File: src/hw/rtl/ptt_pkg.sv
`default_nettype none

package ptt_pkg;

    localparam int TABLE_DEPTH = 512;
    localparam int IDX_W       = $clog2(TABLE_DEPTH);
    localparam int CNT_W       = $clog2(TABLE_DEPTH + 1);
    localparam int ADDR_W      = 64;
    localparam int SLOT_W      = 8;
    localparam int PIPE_W      = 5;

    typedef enum logic [0:0] {
        FUNC_MARK   = 1'b0,
        FUNC_SIGNAL = 1'b1
    } func_t;

    typedef enum logic [1:0] {
        ST_INSERTED = 2'd0,
        ST_FULL     = 2'd1,
        ST_REMOVED  = 2'd2,
        ST_MISSING  = 2'd3
    } status_t;

    typedef enum logic [1:0] {
        S_IDLE,
        S_SCAN,
        S_MOVE,
        S_DONE
    } state_t;

    typedef struct packed {
        logic [ADDR_W-1:0] addr;
        logic [SLOT_W-1:0] slot;
        logic [PIPE_W-1:0] pipe;
    } entry_t;

    localparam int ENTRY_W = $bits(entry_t);

    typedef struct packed {
        logic             wr_en;
        logic [IDX_W-1:0] wr_addr;
        entry_t           wr_data;
        logic             rd_en;
        logic [IDX_W-1:0] rd_addr;
    } mem_req_t;

    typedef struct packed {
        status_t           status;
        logic [SLOT_W-1:0] slot;
        logic [PIPE_W-1:0] pipe;
    } result_t;

    typedef struct packed {
        logic             res_valid;
        result_t          res;
        logic [CNT_W-1:0] count;
    } seq_stat_t;

endpackage

`default_nettype wire

File: src/hw/rtl/ptt_seq.sv
`default_nettype none

module ptt_seq (
    input  wire logic                      aclk,
    input  wire logic                      aresetn,
    input  wire logic                      s_valid,
    output logic                           s_ready,
    input  wire ptt_pkg::func_t            s_func,
    input  wire logic [ptt_pkg::ADDR_W-1:0] s_desc_address,
    input  wire logic [ptt_pkg::SLOT_W-1:0] s_dev_slot,
    input  wire logic [ptt_pkg::PIPE_W-1:0] s_pipe_index,
    output ptt_pkg::mem_req_t              mem_req,
    input  wire ptt_pkg::entry_t           mem_rdata,
    input  wire logic                      out_free,
    output ptt_pkg::seq_stat_t             stat
);

    import ptt_pkg::*;

    state_t            state_reg, state_next;
    logic [CNT_W-1:0]  count_reg, count_next;
    logic [CNT_W-1:0]  idx_reg, idx_next;
    logic              chk_valid_reg, chk_valid_next;
    logic [IDX_W-1:0]  chk_idx_reg, chk_idx_next;
    logic [IDX_W-1:0]  hit_idx_reg, hit_idx_next;
    logic [ADDR_W-1:0] key_reg, key_next;
    result_t           res_reg, res_next;
    logic [CNT_W-1:0]  last_cnt;
    logic              match;

    assign last_cnt = count_reg - 1'b1;
    assign match    = chk_valid_reg && (mem_rdata.addr == key_reg);

    always_ff @(posedge aclk) begin
        if (!aresetn) begin
            state_reg     <= S_IDLE;
            count_reg     <= '0;
            chk_valid_reg <= 1'b0;
        end else begin
            state_reg     <= state_next;
            count_reg     <= count_next;
            chk_valid_reg <= chk_valid_next;
        end
    end

    always_ff @(posedge aclk) begin
        idx_reg     <= idx_next;
        chk_idx_reg <= chk_idx_next;
        hit_idx_reg <= hit_idx_next;
        key_reg     <= key_next;
        res_reg     <= res_next;
    end

    always_comb begin
        state_next     = state_reg;
        count_next     = count_reg;
        idx_next       = idx_reg;
        chk_valid_next = 1'b0;
        chk_idx_next   = chk_idx_reg;
        hit_idx_next   = hit_idx_reg;
        key_next       = key_reg;
        res_next       = res_reg;
        mem_req        = '0;
        s_ready        = 1'b0;

        unique case (state_reg)
            S_IDLE: begin
                s_ready = 1'b1;
                if (s_valid) begin
                    if (s_func == FUNC_MARK) begin
                        if (count_reg == CNT_W'(TABLE_DEPTH)) begin
                            res_next = '{status: ST_FULL, slot: '0, pipe: '0};
                        end else begin
                            mem_req.wr_en   = 1'b1;
                            mem_req.wr_addr = count_reg[IDX_W-1:0];
                            mem_req.wr_data = '{addr: s_desc_address, slot: s_dev_slot,
                                                pipe: s_pipe_index};
                            count_next      = count_reg + 1'b1;
                            res_next = '{status: ST_INSERTED, slot: '0, pipe: '0};
                        end
                        state_next = S_DONE;
                    end else begin
                        key_next = s_desc_address;
                        idx_next = '0;
                        if (count_reg == '0) begin
                            res_next   = '{status: ST_MISSING, slot: '0, pipe: '0};
                            state_next = S_DONE;
                        end else begin
                            state_next = S_SCAN;
                        end
                    end
                end
            end
            S_SCAN: begin
                if (match) begin
                    // fetch the tail entry to fill the hole
                    res_next = '{status: ST_REMOVED, slot: mem_rdata.slot,
                                 pipe: mem_rdata.pipe};
                    hit_idx_next    = chk_idx_reg;
                    mem_req.rd_en   = 1'b1;
                    mem_req.rd_addr = last_cnt[IDX_W-1:0];
                    state_next      = S_MOVE;
                end else if (idx_reg < count_reg) begin
                    mem_req.rd_en   = 1'b1;
                    mem_req.rd_addr = idx_reg[IDX_W-1:0];
                    idx_next        = idx_reg + 1'b1;
                    chk_valid_next  = 1'b1;
                    chk_idx_next    = idx_reg[IDX_W-1:0];
                end else if (!chk_valid_reg) begin
                    res_next   = '{status: ST_MISSING, slot: '0, pipe: '0};
                    state_next = S_DONE;
                end
            end
            S_MOVE: begin
                mem_req.wr_en   = 1'b1;
                mem_req.wr_addr = hit_idx_reg;
                mem_req.wr_data = mem_rdata;
                count_next      = last_cnt;
                state_next      = S_DONE;
            end
            S_DONE: begin
                if (out_free) begin
                    state_next = S_IDLE;
                end
            end
            default: begin
                state_next = S_IDLE;
            end
        endcase
    end

    assign stat.res_valid = (state_reg == S_DONE);
    assign stat.res       = res_reg;
    assign stat.count     = count_reg;

endmodule

`default_nettype wire
File: config.mk
export PLATFORM = sky130hd
export DESIGN_NAME = ptt_seq
export DESIGN_NICKNAME = d
export VERILOG_FILES = /design/src/hw/rtl/ptt_pkg.sv /design/src/hw/rtl/ptt_seq.sv
export SDC_FILE = /design/constraint.sdc
export NUM_CORES = 1
export LEC_CHECK = 0
export BUFFER_PORTS_ARGS = -buffer_cell sky130_fd_sc_hd__buf_2
export CAP_MARGIN = 20
export CELL_PAD_IN_SITES_DETAIL_PLACEMENT = 2
export CELL_PAD_IN_SITES_GLOBAL_PLACEMENT = 2
export CORE_ASPECT_RATIO = 0.6
export CORE_MARGIN = 5
export CORE_UTILIZATION = 31
export DETAILED_ROUTE_END_ITERATION = 10
export GPL_ROUTABILITY_DRIVEN = 0
export GPL_TIMING_DRIVEN = 0
export MAX_ROUTING_LAYER = met4
export PLACE_DENSITY = 0.91
export RECOVER_POWER = 25
export SYNTH_ARGS = -nofsm -noshare
export SYNTH_HDL_FRONTEND = slang
export SYNTH_SLANG_ARGS = --single-unit
File: constraint.sdc
create_clock -name aclk -period 6.41 [get_ports aclk]
set_input_delay 1.282 -clock aclk [delete_from_list [all_inputs] [get_ports aclk]]
set_output_delay 1.282 -clock aclk [all_outputs]
set_load 0.01 [all_outputs]
# ---- After elaboration in Yosys (flattened, before gate mapping)
# Cells that the tools add are included.
dict set report totals {
  output_inout_bits 124
  latchBits 0
  elab_cells 79
  input_bits 159
  n_memories 0
  reg_bits 120
  romBits 0
  ramBits 0
}
dict set report classes {
  multipliers 0
  n_addsub 3
  n_eq_ne 15
  n_bitwise 3
  div 0
  shift 0
  order_cmp 1
  mux 34
  reduce_logical 13
}
# operator count
set ops {}
lappend ops {{$mux 87} 3}
lappend ops {{$pmux 87 s2} 1}
lappend ops {{$mux 10} 10}
lappend ops {{$mux 15} 6}
lappend ops {{$eq 64x64->1} 1}
lappend ops {{$pmux 10 s2} 2}
lappend ops {{$pmux 15 s2} 1}
lappend ops {{$add 10x1->10 const B} 2}
lappend ops {{$mux 14} 1}
lappend ops {{$mux 2} 7}
lappend ops {{$ne 2x2->1 const B} 7}
lappend ops {{$eq 10x10->1 const B} 1}
lappend ops {{$logic_not 10->1} 1}
lappend ops {{$lt 10x10->1} 1}
lappend ops {{$reduce_and 5->1} 2}
lappend ops {{$sub 10x1->10 const B} 1}
lappend ops {{$ne 3x3->1 const B} 3}
lappend ops {{$pmux 2 s4} 1}
lappend ops {{$reduce_and 4->1} 2}
lappend ops {{$reduce_and 3->1} 2}
lappend ops {{$eq 2x2->1 const B} 2}
lappend ops {{$reduce_bool 2->1} 2}
lappend ops {{$not 1->1} 3}
lappend ops {{$reduce_or 3->1} 1}
lappend ops {{other kinds (5)} 6}

# ---- Longest topological paths before layout
# Gate-level depths: netlist of the first run.
dict set report depth {
  ltp_word 5
  ltp_mapped 10
  mapped_depth_nobuf 9
}

# ---- Worst setup path before layout of the first run
# OpenSTA, ideal clock, no wires.
dict set report synth_timing {
  path_type {input to output}
  from {input mem_rdata[59] (netlist name)}
  to {output mem_req[2] (netlist name)}
  arrival_ns 3.142
  required_time_ns 5.128
  n_path_buf 1
  stages 8
  setup_slack_ns 1.986
  path_cell_list {xor2_1 -> nor4_1 -> nand4_1 -> nor4_1 -> a21oi_1 -> and2_1 -> clkbuf_1 -> a22o_1}
}
# element line
set synth_lines {}
lappend synth_lines {{start: declaration} ptt_seq.sv:13} ;# input wire ptt_pkg::entry_t mem_rdata,
lappend synth_lines {{end: declaration} ptt_seq.sv:12} ;# output ptt_pkg::mem_req_t mem_req,

==> flow_metrics.tcl, run 1 <==
set metrics [dict create \
    synth.largest_area_cell "edfxtp_1" \
    fp.dieW_um 198.3 \
    fp.coreArea_mm2 0.02098 \
    ys_types 45 \
    cp_max_fo 17 \
    drc 0 \
    routedWlPerCell_um 26.26 \
    syn_to_final_growth_pct 34.38 \
    seqPwrFrac_pct 31.5 \
    final_nets 1050 \
    stdcell_area_mm2 0.008862 \
    synth_warnings 0 \
    drt_iter0_markers 372 \
    dieArea_mm2 0.02439 \
    max_freq_mhz 181.7 \
    dp_cells 1134 \
    cp.arrival_ns 4.22 \
    crit_path_end "mem_req[4]" \
    cp.required_ns 5.13 \
    instances_no_fill 1169 \
    async_reset_ff_share_pct 0 \
    grt_pass1_vias 6941 \
    synth.area.top_cells "edfxtp_1 (49%), a22o_1 (12%), xnor2_1 (5.6%)" \
    startpoint "mem_rdata[48]" \
    p_switching_w 0.001442 \
    clk-insertion-delay-late_ns 0.42 \
    cts-buffers-inserted 17 \
    syn_avg_cell_area_um2 11.57 \
    ys_ff_latch 120 \
    clockBufferDepth 2 \
    grt_usage_pct 25.41 \
    via_per_inst 5.411 \
    setup_viol_count_final 0 \
    cap_violations 0 \
    yosysTopAreaCellShare_pct 48.72 \
    hold_violations 0 \
    slowest_delay_ns 0.45 \
    cts_sinks 120 \
    rows 41 \
    synth_ff_type "edfxtp_1" \
    vias 6325 \
    crit_cells 11 \
    h-tree-depth 4 \
    fin_crit_sh_pct 85.85 \
    layout_common_cells "buf_2 (233), edfxtp_1 (107), a22o_1 (94)" \
    p_per_area_mw_per_mm2 407.0 \
    post-cts-setup-buffers 0 \
    synth_edf_count 107 \
    ioPinCount 283 \
    largest_register_ffs 64 \
    netlist_area_mm2 0.006595 \
    peakVddDrop_v 0.0001843 \
    critical_path_class "in2out" \
    grt_pass1_wl_um 44190 \
    drive_above_1_share_pct 30.74 \
    antenna_found_initial 2 \
    p_clk_share_pct 24.9 \
    relSlewSlack_pct 26.53 \
    io_buffers 282 \
    internal-power_w 0.002165 \
    start_kind "input pin" \
    p_comb_share_pct 43.5 \
    path_cells "buf_2 -> xor2_1 -> nor4_1 -> nand4_1 -> nor4_1 -> buf_2 -> a21oi_1 -> and2_1 -> clkbuf_1 -> a22o_1 -> buf_2" \
    synth_cells 570 \
    path_clk_slew_ns 0.05 \
    endpoint_kind "primary output" \
    die_y_um 123.0 \
    placed_cell_area_mm2 0.008388 \
    cts-root-buf "clkbuf_16" \
    slew_violations 0 \
    hold_buffers 0 \
    hp-class "reg2reg" \
    fin_skew_ns 0.01384 \
    status "completed" \
    seq_area_frac_synth_pct 52.67 \
    cts_tree "built" \
    rr_worst_depth 10 \
    globalRouteOverflowTotal 0 \
    dr.pass1.iters 5 \
    cts_resized 0 \
    grt_max_degree 37 \
    min_period_ns 5.503 \
    p_leak_nw 3.693 \
    final_common_cell "buf_2" \
    sw_frac_of_total_pct 39.97 \
    total_power_w 0.003607 \
    tightest_slew_ns 1.102 \
    r2r-end "stat[12]" \
    r2r_slack_ns 2.82 \
    initial_core_util_pct 31.43 \
    ant_nets 0 \
    syn_nets 745 \
    slowest_stage "clkbuf_1" \
    reg2reg_from "count_reg[6]" \
    wl_um 30700 \
    rsz0062_at_grt "false" \
    detailed_place_hpwl_um 24090 \
    cp_top_family "simple AND/OR/NAND/NOR gates" \
    crit_buf_inv 4 \
    cp_common_cell "buf_2" \
    fin_tns_setup_ns 0 \
]
-- worst min-delay path by stage --
stage                     endpoint  depth (start not counted)            from  slack [ns]
CTS                 hit_idx_reg[4]                          0  chk_idx_reg[4]        0.42
detailed placement  hit_idx_reg[1]                          0  chk_idx_reg[1]        0.41
finish              hit_idx_reg[4]                          0  chk_idx_reg[4]        0.42
global route        hit_idx_reg[7]                          0  chk_idx_reg[7]        0.44
global placement    hit_idx_reg[6]                          0  chk_idx_reg[6]        0.40
floorplan           hit_idx_reg[0]                          0  chk_idx_reg[0]        0.40
-- kinds of logic (layout without fill, tap and decap cells) --
kind of cell	Yosys count	count (layout)	share of synthesized area [%]
AND/OR/NAND/NOR	158	158	13.49
XOR/XNOR	66	66	8.765
flip-flops	120	120	52.67
buffers and inverters	60	378	3.794
adder cells (fa/ha/maj)	16	16	3.035
multiplexers	1	1	0.1518
other	0	2	0
AO/OA/AOI/OAI	149	149	18.10
-- through the flow --
| stage | utilization, % | worst slack, ns | hold WS [ns] |
|---|---|---|---|
| finish | 42.24 | 0.9070 | 0.4204 |
| global route | 42.24 | 0.6934 | 0.4358 |
| CTS | 42.52 | 0.9113 | 0.4211 |
| detailed placement | 39.98 | 0.9536 | 0.4118 |
| global placement | 39.82 | 0.2910 | 0.4017 |
| floorplan | - | 1.986 | 0.4003 |
-- final cells by class --
type / instances / area [µm²]
multi-input cells: 390 / 2872
clock buffers: 30 / 524.3
plain buffers: 33 / 148.9
clock inverters: 2 / 10.01
fillers: 2305 / 12120
flip-flops and latches: 120 / 3473
repair buffers: 286 / 1379
diodes: 2 / 5.005
inverters: 27 / 101.3
well taps: 279 / 349.1
-- Yosys cell counts (3+ instances only) --
cell       count
nand2b_1      29
o21ai_0       13
buf_2          8
nand4_1       21
nor3_1         8
clkbuf_1      23
ha_1          16
or2_2          4
nor4_1        12
edfxtp_1     107
o211ai_1       3
dfxtp_1       13
nor2_1        22
nand2_1       16
inv_1         27
or3_1          3
a22o_1        94
and2_1         3
nand3_1       15
a21oi_1       18
o2111ai_1      5
xnor2_1       42
xor2_1        24
and3_1        17
o22ai_1        3
-- worst register-to-register path: stages (launching register included) --
cell and delay [ns]:
dfxtp_1 0.36, clkbuf_1 0.45, inv_1 0.16, ha_1 0.32, o21a_1 0.12, o21ai_0 0.07
a21oi_1 0.14, o21ai_0 0.30, or2_2 0.42, a22oi_1 0.62, buf_4 0.31
-- power groups by stage --
stage / clock network [W] / logic, W / registers, W
final: 0.000899 / 0.00157 / 0.00114
after global routing: 0.000952 / 0.00169 / 0.00115
after CTS: 0.000912 / 0.00158 / 0.00114
after detailed placement: 0 / 0.00156 / 0.00115
after global placement: 0 / 0.00149 / 0.00115
after floorplan: 0 / 0.000856 / 0.00115
-- metal layers --
metal | up-vias | global-route usage [%] | wire [µm]
li1 | 2800 | - | -
met1 | 3218 | 31.71 | 13360
met2 | 271 | 41.61 | 14630
met3 | 36 | 6.944 | 2180
met4 | 0 | 6.105 | 536
met5 | - | - | 0
Power figures use the tool's default switching activity.
==> inputs of run 2 (changes only) <==
--- a/config.mk
+++ b/config.mk
@@ -11,13 +11,15 @@
 export CELL_PAD_IN_SITES_GLOBAL_PLACEMENT = 2
 export CORE_ASPECT_RATIO = 0.6
 export CORE_MARGIN = 5
-export CORE_UTILIZATION = 31
+export CORE_UTILIZATION = 32
+export CTS_BUF_LIST = sky130_fd_sc_hd__clkbuf_8
 export DETAILED_ROUTE_END_ITERATION = 10
 export GPL_ROUTABILITY_DRIVEN = 0
 export GPL_TIMING_DRIVEN = 0
 export MAX_ROUTING_LAYER = met4
-export PLACE_DENSITY = 0.91
+export PLACE_DENSITY = 0.93
 export RECOVER_POWER = 25
+export SKIP_LAST_GASP = 1
 export SYNTH_ARGS = -nofsm -noshare
 export SYNTH_HDL_FRONTEND = slang
 export SYNTH_SLANG_ARGS = --single-unit
==> run 2 against run 1 <==
Net effect: non-clock buffer count unchanged; die area down 2.9%; total power down 4.7%; sequential power hardly changed; setup slack gained 0.15 ns; sequential share of layout area grew 0.57 points; register-to-register slack lost 0.11 ns; wire length fell by 2.6%; via count shrank 0.51%; flip-flop and latch count did not move; hold slack gained 0.0033 ns; critical path depth stayed put; highest routed layer unchanged.
==> flow_metrics.tcl, run 2 (same netlist as run 1, synthesis figures left out) <==
set metrics [dict create \
    tightest_slew_ns 1.002 \
    holdPathStages 0 \
    cts_tree "built" \
    slew_violations 0 \
    p_per_area_mw_per_mm2 393.4 \
    wl_um 29910 \
    final_common_cell "buf_2" \
    drt_iter0_markers 350 \
    cts_resized 0 \
    min_period_ns 5.349 \
    num-fill-cells 2213 \
    drive_above_1_share_pct 32.09 \
    hp-class "reg2reg" \
    relSlewSlack_pct 33.18 \
    detailed_place_hpwl_um 23970 \
    grt_usage_pct 25.11 \
    critical_path_class "in2out" \
    post-cts-setup-buffers 0 \
    io_buffers 282 \
    final_nets 1050 \
    routedWlPerCell_um 25.74 \
    dr.pass1.iters 7 \
    cts-buffers-inserted 17 \
    vias 6293 \
    setup_viol_count_final 0 \
    cp_max_fo 17 \
    h-tree-depth 4 \
    fin_crit_sh_pct 83.44 \
    dieArea_mm2 0.02367 \
    fin_skew_ns 0.02346 \
    drc 0 \
    status "completed" \
    initial_core_util_pct 32.78 \
    clk-insertion-delay-late_ns 0.44 \
    cts_sinks 120 \
    antenna_found_initial 1 \
    cp.arrival_ns 4.07 \
    max_freq_mhz 187.0 \
    die_y_um 121.2 \
    path_clk_slew_ns 0.07 \
    globalRouteOverflowTotal 0 \
    fin_tns_setup_ns 0 \
    peakVddDrop_v 0.0001328 \
    grt_pass1_vias 6989 \
    start_kind "input pin" \
    hold_violations 0 \
    ioPinCount 283 \
    cts-root-buf "clkbuf_8" \
    via_per_inst 5.416 \
    clockBufferDepth 2 \
    ant_nets 0 \
    fp.coreArea_mm2 0.02012 \
    grt_pass1_wl_um 43750 \
    hold_buffers 0 \
    layout_common_cells "buf_2 (238), edfxtp_1 (107), a22o_1 (94)" \
    rsz0062_at_grt "false" \
    cap_violations 0 \
    largest_register_ffs 64 \
    instances_no_fill 1162 \
    grt_max_degree 41 \
    fp.dieW_um 195.3 \
    rows 40 \
    rr_worst_depth 10 \
    dp_cells 1128 \
    cp.required_ns 5.13 \
    p_leak_nw 3.635 \
    endpoint_kind "primary output" \
    syn_to_final_growth_pct 32.44 \
]
run 2: final timing paths:
path,start,to,slack (ns)
min reg2reg,chk_idx_reg[6],hit_idx_reg[6],0.42
max reg2reg,count_reg[6],stat[16],2.71
max,mem_rdata[37],mem_req[3],1.06
min,chk_idx_reg[6],hit_idx_reg[6],0.42
run 2: cell type report:
type / instances / area, µm² / share of cell area [%]
diodes: 1 / 2.502 / 0.02865
plain buffers: 33 / 148.9 / 1.705
clock buffers: 17 / 234.0 / 2.679
clock inverters: 15 / 176.4 / 2.020
inverters: 27 / 101.3 / 1.160
multi-input cells: 390 / 2872 / 32.87
flip-flops and latches: 120 / 3473 / 39.77
well taps: 273 / 341.6 / 3.911
repair buffers: 286 / 1385 / 15.86
run 2: where the power goes:
part           switching [W]  internal [W]
Clock               0.000352      0.000385
Sequential         0.0000935       0.00104
Combinational       0.000987      0.000581
run 2: critical path, stage by stage:
cell	delay [ns]
buf_2	0.12
xor2_1	0.14
nor4_1	0.46
nand4_1	0.15
nor4_1	0.34
buf_2	0.24
a21oi_1	0.16
and2_1	0.20
clkbuf_1	0.41
a22o_1	0.40
buf_2	0.15
run 2: per-stage QoR:
| stage | utilization, % | power, W | area [µm²] | setup WS, ns | hold slack (ns) |
|---|---|---|---|---|---|
| global placement | 41.49 | 0.002616 | 8348 | 0.4300 | 0.4009 |
| CTS | 43.69 | 0.003458 | 8791 | 1.080 | 0.4254 |
| global route | 43.41 | 0.003618 | 8735 | 0.8127 | 0.4312 |
| finish | 43.41 | 0.003436 | 8735 | 1.061 | 0.4237 |
| floorplan | - | 0.002004 | 6595 | 1.986 | 0.4003 |
| detailed placement | 41.65 | 0.002712 | 8381 | 1.100 | 0.4071 |
run 2: layer usage:
| metal | up-vias | track usage (%) | wire [µm] |
|---|---|---|---|
| met1 | 3172 | 31.95 | 13060 |
| met2 | 290 | 42.03 | 14350 |
| met4 | 0 | 4.577 | 354 |
| li1 | 2802 | - | - |
| met3 | 29 | 5.605 | 2147 |
| met5 | - | - | 0 |
==> inputs of run 3 (changes only) <==
--- a/config.mk
+++ b/config.mk
@@ -11,13 +11,13 @@
 export CELL_PAD_IN_SITES_GLOBAL_PLACEMENT = 2
 export CORE_ASPECT_RATIO = 0.6
 export CORE_MARGIN = 5
-export CORE_UTILIZATION = 32
+export CORE_UTILIZATION = 27
 export CTS_BUF_LIST = sky130_fd_sc_hd__clkbuf_8
 export DETAILED_ROUTE_END_ITERATION = 10
 export GPL_ROUTABILITY_DRIVEN = 0
 export GPL_TIMING_DRIVEN = 0
 export MAX_ROUTING_LAYER = met4
-export PLACE_DENSITY = 0.93
+export PLACE_DENSITY = 0.84
 export RECOVER_POWER = 25
 export SKIP_LAST_GASP = 1
 export SYNTH_ARGS = -nofsm -noshare
==> constraint.sdc (replaced) <==
create_clock -name aclk -period 4.6 [get_ports aclk]
set_input_delay 0.92 -clock aclk [delete_from_list [all_inputs] [get_ports aclk]]
set_output_delay 0.92 -clock aclk [all_outputs]
set_load 0.01 [all_outputs]
==> run 3 against run 2 <==
Net effect: hold slack lost 0.0018 ns; cell area is 0.86% higher; core utilization fell by 6.9 points; global-route usage fell by 3.3 points; critical endpoint is now mem_req[87]; first-iteration DRC count fell by 14%; setup slack worse by 0.89 ns; sequential share of layout area shrank 0.34 points; flip-flop and latch count unchanged.
==> flow_metrics.tcl, run 3 (same netlist as run 1, synthesis figures left out) <==
set metrics [dict create \
    clk-insertion-delay-late_ns 0.45 \
    grt_use_met2_pct 34.53 \
    fp.coreArea_mm2 0.02411 \
    cts-root-buf "clkbuf_8" \
    setup_viol_count_final 0 \
    grt_usage_pct 21.80 \
    die_y_um 131.1 \
    ant_nets 0 \
    cts_tree "built" \
    antennaDiodeCount 0 \
    internal-power_w 0.002783 \
    startpoint "count_reg[0]" \
    io_buffers 282 \
    sw_frac_of_total_pct 41.50 \
    dr.pass1.iters 7 \
    h-tree-depth 4 \
    grt_max_degree 65 \
    layout_common_cells "buf_2 (237), edfxtp_1 (107), a22o_1 (94)" \
    met3_usage_pct 6.397 \
    r2r_slack_ns 1.34 \
    via_per_inst 5.140 \
    p_leak_nw 3.667 \
    seqPwrFrac_pct 33.3 \
    drive_above_1_share_pct 33.26 \
    relSlewSlack_pct 38.22 \
    total_power_w 0.004757 \
    grt_pass1_vias 6729 \
    status "completed" \
    use_met1_pct 28.25 \
    peakVddDrop_v 0.0001636 \
    dieArea_mm2 0.02775 \
    drc 0 \
    post-cts-setup-buffers 0 \
    hold_violations 0 \
    hold_buffers 0 \
    syn_to_final_growth_pct 33.58 \
    cts-buffers-inserted 17 \
    final_nets 1049 \
    p_switching_w 0.001974 \
    cts_sinks 120 \
    start_kind "register" \
    fin_skew_ns 0.02272 \
    final_common_cell "buf_2" \
    tightest_slew_ns 0.9268 \
    rr_worst_depth 11 \
    grt_pass1_wl_um 43000 \
    initial_core_util_pct 27.35 \
    cp.required_ns 3.68 \
    routedWlPerCell_um 24.83 \
    hp-start "chk_idx_reg[2]" \
    cap_violations 0 \
    p_clk_share_pct 20.5 \
    slew_violations 0 \
    drt_iter0_markers 300 \
    cp_max_fo 10 \
    hp-class "reg2reg" \
    wl_um 30020 \
    min_period_ns 4.433 \
    cp.arrival_ns 3.51 \
    p_per_area_mw_per_mm2 540.0 \
    p_comb_share_pct 46.2 \
    fin_hold_ws_ns 0.4219 \
    antenna_found_initial 0 \
    max_freq_mhz 225.6 \
    holdPathStages 0 \
    fin_crit_sh_pct 96.37 \
    detailed_place_hpwl_um 24070 \
    rsz0062_at_grt "false" \
    globalRouteOverflowTotal 0 \
    critical_path_class "reg2out" \
    vias 6214 \
    busiest_layer "met2" \
    reg2reg_from "count_reg[6]" \
    ioPinCount 283 \
    clockBufferDepth 2 \
    path_clk_slew_ns 0.08 \
    largest_register_ffs 64 \
    endpoint_kind "primary output" \
    rows 44 \
    fp.dieW_um 211.8 \
]
==> run 3: changes by cell type in the layout (fill, tap and decap cells not counted), moves of 2 or more <==
cell	delta
clkbuf_1	-8
buf_4	+5
clkbuf_8	+3
clkinv_2	+3
clkinvlp_4	-3
nor4_1	-3
nor4_2	+3
clkbuf_2	+2
clkdlybuf4s15_1	+2
clkinv_4	-2
inv_1	+2
inv_6	-2
==> run 3: power groups by stage <==
stage	logic (W)	registers (W)	clock network [W]
floorplan	0.00119	0.00160	0
global placement	0.00211	0.00160	0
detailed placement	0.00219	0.00161	0
CTS	0.00221	0.00159	0.00100
global route	0.00237	0.00160	0.00105
finish	0.00220	0.00158	0.000976
==> run 3: through the flow <==
step | area (µm²) | setup WS [ns] | utilization, % | setup TNS [ns] | instances
after CTS | 8836 | 0.02382 | 36.64 | 0 | 1208
after detailed placement | 8432 | -0.2815 | 34.97 | -2.147 | 1177
after global routing | 8810 | 0.003104 | 36.53 | 0 | 1209
after global placement | 8409 | -0.8895 | 34.87 | -15.15 | 1174
final | 8810 | 0.1668 | 36.53 | 0 | 1209
after floorplan | 6595 | 0.9004 | - | 0 | 570
==> run 3: worst paths after layout <==
path | endpoint
setup / recovery | mem_req[87]
hold / removal | hit_idx_reg[2]
setup reg to reg | stat[17]
hold reg to reg | hit_idx_reg[2]
==> run 3: area by class of cell <==
type	instances	area, µm²
timing repair buffer	286	1376
multi-input combinational	390	2897
inverter	27	103.9
fill	2682	15300
buffer	32	170.2
clock buffer	20	275.3
tap	322	402.9
clock inverter	12	111.4
sequential	120	3473
==> run 3: critical path, stage by stage, from the launching register on <==
cell and delay, ns:
dfxtp_1 0.39, inv_1 0.18, ha_2 0.25, or3b_4 0.43
or4_4 0.48, o41a_4 0.41, clkbuf_1 0.42, a22o_1 0.36
buf_2 0.15
==> run 3: routing by layer <==
| layer | wire (µm) | part of all wire [%] |
|---|---|---|
| met3 | 2719 | 9.1 |
| met2 | 13640 | 45 |
| met1 | 13350 | 44 |
| met4 | 313 | 1.0 |
| met5 | 0 | 0 |
==> run 3: timing repair <==
item | in CTS | in global routing
gates resized for setup | 7 | 17
gates cloned | 0 | 0
setup endpoints to repair | 18 | 56
